### src/design/prs80_pkg.sv
// ---------------------------------------------------------------------------
// prs80_pkg
// Shared types, constants and layer functions for the PRESENT-80 encryptor.
// ---------------------------------------------------------------------------
package prs80_pkg;

   localparam int BlockWidth = 64;
   localparam int KeyWidth   = 80;
   localparam int NumRounds  = 31;
   localparam int CntWidth   = 5;

   // Register byte addresses (64-bit data port, 8-byte stride)
   localparam logic [3:0] AddrKeyHigh = 4'h0;
   localparam logic [3:0] AddrKeyLow  = 4'h8;

   // One pipeline slot: the data block travels with its own key register
   typedef struct packed {
      logic                  valid;
      logic [BlockWidth-1:0] state;
      logic [KeyWidth-1:0]   key;
   } stage_type;

   // 4-bit S-box
   function automatic logic [3:0] sbox4(input logic [3:0] x);
      logic [3:0] y;
      case (x)
         4'h0: y = 4'hC;
         4'h1: y = 4'h5;
         4'h2: y = 4'h6;
         4'h3: y = 4'hB;
         4'h4: y = 4'h9;
         4'h5: y = 4'h0;
         4'h6: y = 4'hA;
         4'h7: y = 4'hD;
         4'h8: y = 4'h3;
         4'h9: y = 4'hE;
         4'hA: y = 4'hF;
         4'hB: y = 4'h8;
         4'hC: y = 4'h4;
         4'hD: y = 4'h7;
         4'hE: y = 4'h1;
         4'hF: y = 4'h2;
         default: y = 4'h0;
      endcase
      return y;
   endfunction

   // S-box on all sixteen nibbles
   function automatic logic [BlockWidth-1:0] sbox_layer(input logic [BlockWidth-1:0] s);
      logic [BlockWidth-1:0] o;
      o = '0;
      for (int i = 0; i < BlockWidth / 4; i++) begin
         o[4*i +: 4] = sbox4(s[4*i +: 4]);
      end
      return o;
   endfunction

   // Bit i moves to 16*i mod 63, i.e. 16*(i mod 4) + i/4; bit 63 stays put
   function automatic logic [BlockWidth-1:0] perm_layer(input logic [BlockWidth-1:0] s);
      logic [BlockWidth-1:0] o;
      o = '0;
      for (int i = 0; i < BlockWidth; i++) begin
         o[((i & 3) * 16) + (i >> 2)] = s[i];
      end
      return o;
   endfunction

   // Key register update: rotate left 61, S-box top nibble, counter into bits 19..15
   function automatic logic [KeyWidth-1:0] key_update(input logic [KeyWidth-1:0] k,
                                                      input logic [CntWidth-1:0] cnt);
      logic [KeyWidth-1:0] n;
      n = {k[18:0], k[79:19]};
      n[79:76] = sbox4(n[79:76]);
      n[19:15] = n[19:15] ^ cnt;
      return n;
   endfunction

endpackage

### src/design/prs80_round.sv
// ---------------------------------------------------------------------------
// prs80_round
// One registered PRESENT round: key add, S-box layer, bit permutation, with
// the key register advanced to the next round key alongside.
// ---------------------------------------------------------------------------
module prs80_round (
   input  logic                           clock,
   input  logic                           reset,
   input  logic                           advance,
   input  logic [prs80_pkg::CntWidth-1:0] round_cnt,
   input  prs80_pkg::stage_type           stage_in,
   output prs80_pkg::stage_type           stage_out
);
   import prs80_pkg::*;

   logic                  valid_ff;
   logic                  valid_in;
   logic [BlockWidth-1:0] state_ff;
   logic [BlockWidth-1:0] state_in;
   logic [KeyWidth-1:0]   key_ff;
   logic [KeyWidth-1:0]   key_in;

   // round datapath
   always_comb begin
      valid_in = stage_in.valid;
      state_in = perm_layer(sbox_layer(stage_in.state ^ stage_in.key[KeyWidth-1 -: BlockWidth]));
      key_in   = key_update(stage_in.key, round_cnt);
   end

   // slot valid, cleared by reset
   always_ff @(posedge clock) begin
      if (reset) begin
         valid_ff <= 1'b0;
      end else if (advance) begin
         valid_ff <= valid_in;
      end
   end

   // payload, no reset
   always_ff @(posedge clock) begin
      if (advance) begin
         state_ff <= state_in;
         key_ff   <= key_in;
      end
   end

   assign stage_out = '{valid: valid_ff, state: state_ff, key: key_ff};

endmodule

### config.mk
export PLATFORM = sky130hd
export DESIGN_NAME = prs80_round
export DESIGN_NICKNAME = d
export VERILOG_FILES = /design/src/design/prs80_pkg.sv /design/src/design/prs80_round.sv
export SDC_FILE = /design/constraint.sdc
export NUM_CORES = 1
export LEC_CHECK = 0
export BUFFER_PORTS_ARGS = -buffer_cell sky130_fd_sc_hd__buf_2
export CAP_MARGIN = 20
export CORE_AREA = 2 2 127 141
export CTS_BUF_LIST = sky130_fd_sc_hd__clkbuf_8
export DETAILED_ROUTE_END_ITERATION = 8
export DIE_AREA = 0 0 129 143
export GPL_TIMING_DRIVEN = 0
export PLACE_DENSITY = 0.78
export SLEW_MARGIN = 10
export SYNTH_ARGS = -nofsm -noshare
export SYNTH_HDL_FRONTEND = slang
export SYNTH_SLANG_ARGS = --single-unit
### constraint.sdc
create_clock -name clock -period 1.6 [get_ports clock]
set_clock_uncertainty 0.2 [all_clocks]
set_input_delay 0.16 -clock clock [delete_from_list [all_inputs] [get_ports clock]]
set_output_delay 0.16 -clock clock [all_outputs]
set_load 0.01 [all_outputs]
==> results_dict.tcl <==
set metrics [dict create \
    placeableCoreArea_sq_um 17000 \
    biggest_cell_delay_along_the_critical_path_ps 540 \
    grt_antenna_before_repair 1 \
    floorplan.die_area_sq_um 18400 \
    synth.cell_area_sq_um 7690 \
    power.leakage_nw 4.94 \
    worst_path_fanout_max 6 \
    hold_start "advance" \
    final_max_slew_viol_count 0 \
    post_route_cells_drive_above_1_share_pct 43.9 \
    timing.final.crit_share_pct 99.1 \
    tritoncts "done" \
    worst-endpoint-required_ps 1590 \
    drc 0 \
    peakVddDrop_mv 0.641 \
    timing.final.ws_setup_ps 15.2 \
    cts_buffer_depth 2 \
    commonest_cells_after_routing_fill_and_taps_aside "sky130_fd_sc_hd__buf_2 (294), sky130_fd_sc_hd__edfxtp_1 (144), sky130_fd_sc_hd__dlygate4sd3_1 (100)" \
    drt_wl_total_mm 18.1 \
    crit-reg2reg-capture "valid_ff" \
    max_freq_ghz 0.631 \
    synth-async-reset-ratio_pct 0 \
    rr_worst_depth 2 \
    worstMarginPinSlew_ps 684 \
    worstPathCellList "buf_2 > inv_1 > ha_1 > xnor2_1 > nand2_1 > dlygate4sd3_1 > o21ai_0" \
    routedWlPerCell_um 15.6 \
    hold_path.class "input port to flip-flop" \
    synth_top_cell_by_area "sky130_fd_sc_hd__edfxtp_1" \
    clk_latency_ps 440 \
    cts_buffers 17 \
    timing.reg2reg.setup_slack_ps 810 \
    clock_slew_at_the_register_clock_pins_of_the_worst_setup_and_hold_paths_ps 80 \
    globalRoute.totalOverflow 0 \
    cts-root-buf "sky130_fd_sc_hd__clkbuf_8" \
    nNetsFinal 1115 \
    drt_first_iter_violations 169 \
    syn-mean-instance-area_sq_um 15.6 \
    synth_cell_types 29 \
    pre_cts_setup_slack_ps -288 \
    timing.rr.start "valid_ff" \
    fp.dieW_um 129 \
    pin_count 298 \
    critical_path_buf_inv_count 3 \
    synth_area_leaders "sky130_fd_sc_hd__edfxtp_1 (56%), sky130_fd_sc_hd__ha_1 (8.6%), sky130_fd_sc_hd__mux2i_1 (6.3%), sky130_fd_sc_hd__xnor2_1 (4.9%), sky130_fd_sc_hd__mux4_1 (3.4%)" \
    yosys_register_bits 145 \
    endpoints_failing_setup 0 \
    hold_end "key_ff[17]" \
    cellPowerDensity_nw_per_um2 955 \
    critical_path_arrival_ps 1570 \
    commonest_non_fill_non_tap_cell_in_the_layout "sky130_fd_sc_hd__buf_2" \
    number_of_synthesized_flops_with_an_enable_pin 144 \
    start_util_pct 45.3 \
    wire_length_of_the_first_global_routing_pass_mm 28.3 \
    ys_warn_count 0 \
    vias_in_the_first_global_route 5796 \
    slew-limit-headroom_pct 54.1 \
    layout_min_cycle_time_ps 1580 \
    postCtsSetupRepairBufs 0 \
    io_buffers 295 \
    vias 5500 \
    die_h_um 143 \
    hold_viol_final 0 \
    drv.max_cap_violation_count 0 \
    cts_sinks 145 \
    ys_seq_area_share_pct 56.5 \
    critical_path.startpoint_type "input port" \
    std_cell_rows 50 \
    synth_fp_nets 700 \
    min_path_cells 1 \
    critPathTopFamily "buffers and inverters" \
    synth_largest_type_area_fraction_pct 56.3 \
    grt_start_max_net_pins 79 \
    synth_flop_cell "sky130_fd_sc_hd__edfxtp_1" \
    area_growth_syn_to_layout_pct 46.5 \
    synthCells 494 \
    worst_path_max_delay_cell "sky130_fd_sc_hd__dlygate4sd3_1" \
    drt.antenna.violating_nets 0 \
    timing.setup.critical_path_class "input port to flip-flop" \
    dr.pass1.iters 4 \
    groute.usage.overall_pct 20.0 \
    cts-htree-levels 4 \
    per_cell_via_count_in_the_routed_design 4.76 \
    gpl.final_weighted_congestion 0.809 \
    status "completed" \
    post-layout-total-power_mw 10.8 \
    rsz0062_at_grt "false" \
    worst-path-stages 7 \
    crit_path_end_kind "flip-flop" \
    dp_wirelength_mm 12.6 \
]
[metal layers]
| layer | track usage [%] | up-vias | wire (um) |
|---|---|---|---|
| met2 | 37.3 | 203 | 9790 |
| li1 | - | 2655 | - |
| met5 | 0 | - | 0 |
| met1 | 20.5 | 2607 | 6640 |
| met3 | 6.52 | 35 | 1140 |
| met4 | 7.95 | 0 | 488 |
[where the power goes]
part,total (mW),switching (mW),internal (mW)
clock,3.02,1.36,1.66
sequential,4.87,0.108,4.76
combinational,2.86,1.46,1.40
total,10.8,2.93,7.83
[worst max-delay path by stage]
| stage | start | to | slack (ps) |
|---|---|---|---|
| after CTS | stage_in[23] | state_ff[33] | 20 |
| after global placement | advance | valid_ff | -1630 |
| after floorplan | stage_in[17] | state_ff[32] | -70 |
| final | stage_in[16] | key_ff[76] | 20 |
| after global routing | stage_in[16] | key_ff[76] | 1 |
| after detailed placement | stage_in[48] | state_ff[40] | -290 |
[per-stage QoR]
stage | util, % | TNS (ps) | hold slack, ps | area (sq um) | instances
floorplan | - | -71.2 | 32.4 | 7990 | 494
global placement | 57.6 | -229310 | 123 | 9760 | 1023
detailed placement | 57.8 | -8530 | 123 | 9800 | 1024
CTS | 66.1 | 0 | 0.375 | 11200 | 1154
global route | 66.4 | 0 | 15.3 | 11300 | 1155
finish | 66.4 | 0 | 18.6 | 11300 | 1155
[timing repair]
action,in CTS,in global routing
setup endpoints to repair,0,10
gates resized for setup,0,5
endpoints found under the hold margin,89,4
hold buffers,100,1
[cell families (layout without fill, tap and decap cells)]
logic type	after synthesis	after routing	synth area share (%)
compound gates	51	51	5.16
other cells	0	1	0
mux	68	68	12.5
fa+ha+maj	53	53	8.63
buf+inv	68	494	3.48
simple gates	22	22	1.40
xor+xnor	87	87	12.4
flops	145	145	56.5
[sequential cells by signal (all words and copies together), names as in the netlist]
| register | cells |
|---|---|
| key_ff | 80 |
| valid_ff | 1 |
| state_ff | 64 |
[layout make-up]
| type | count | area, sq um |
|---|---|---|
| clock inverters | 13 | 174 |
| well taps | 234 | 293 |
| plain buffers | 3 | 30.0 |
| fillers | 1218 | 5690 |
| repair buffers | 396 | 2510 |
| flip-flops and latches | 145 | 4340 |
| multi-input cells | 281 | 3430 |
| diodes | 1 | 2.50 |
| inverters | 65 | 244 |
| clock buffers | 17 | 234 |
[synthesized netlist by cell type, types with 3 or more instances]
library cell	count
sky130_fd_sc_hd__ha_1	53
sky130_fd_sc_hd__mux2i_1	48
sky130_fd_sc_hd__o221a_2	14
sky130_fd_sc_hd__xor2_2	15
sky130_fd_sc_hd__nand3_1	15
sky130_fd_sc_hd__o21ai_0	18
sky130_fd_sc_hd__nand2_1	3
sky130_fd_sc_hd__xnor2_1	43
sky130_fd_sc_hd__xor2_1	22
sky130_fd_sc_hd__mux4_1	10
sky130_fd_sc_hd__xnor2_2	5
sky130_fd_sc_hd__o211ai_1	14
sky130_fd_sc_hd__mux4_2	9
sky130_fd_sc_hd__edfxtp_1	144
sky130_fd_sc_hd__inv_1	65
No activity file was read; power rests on OpenSTA's default activity.
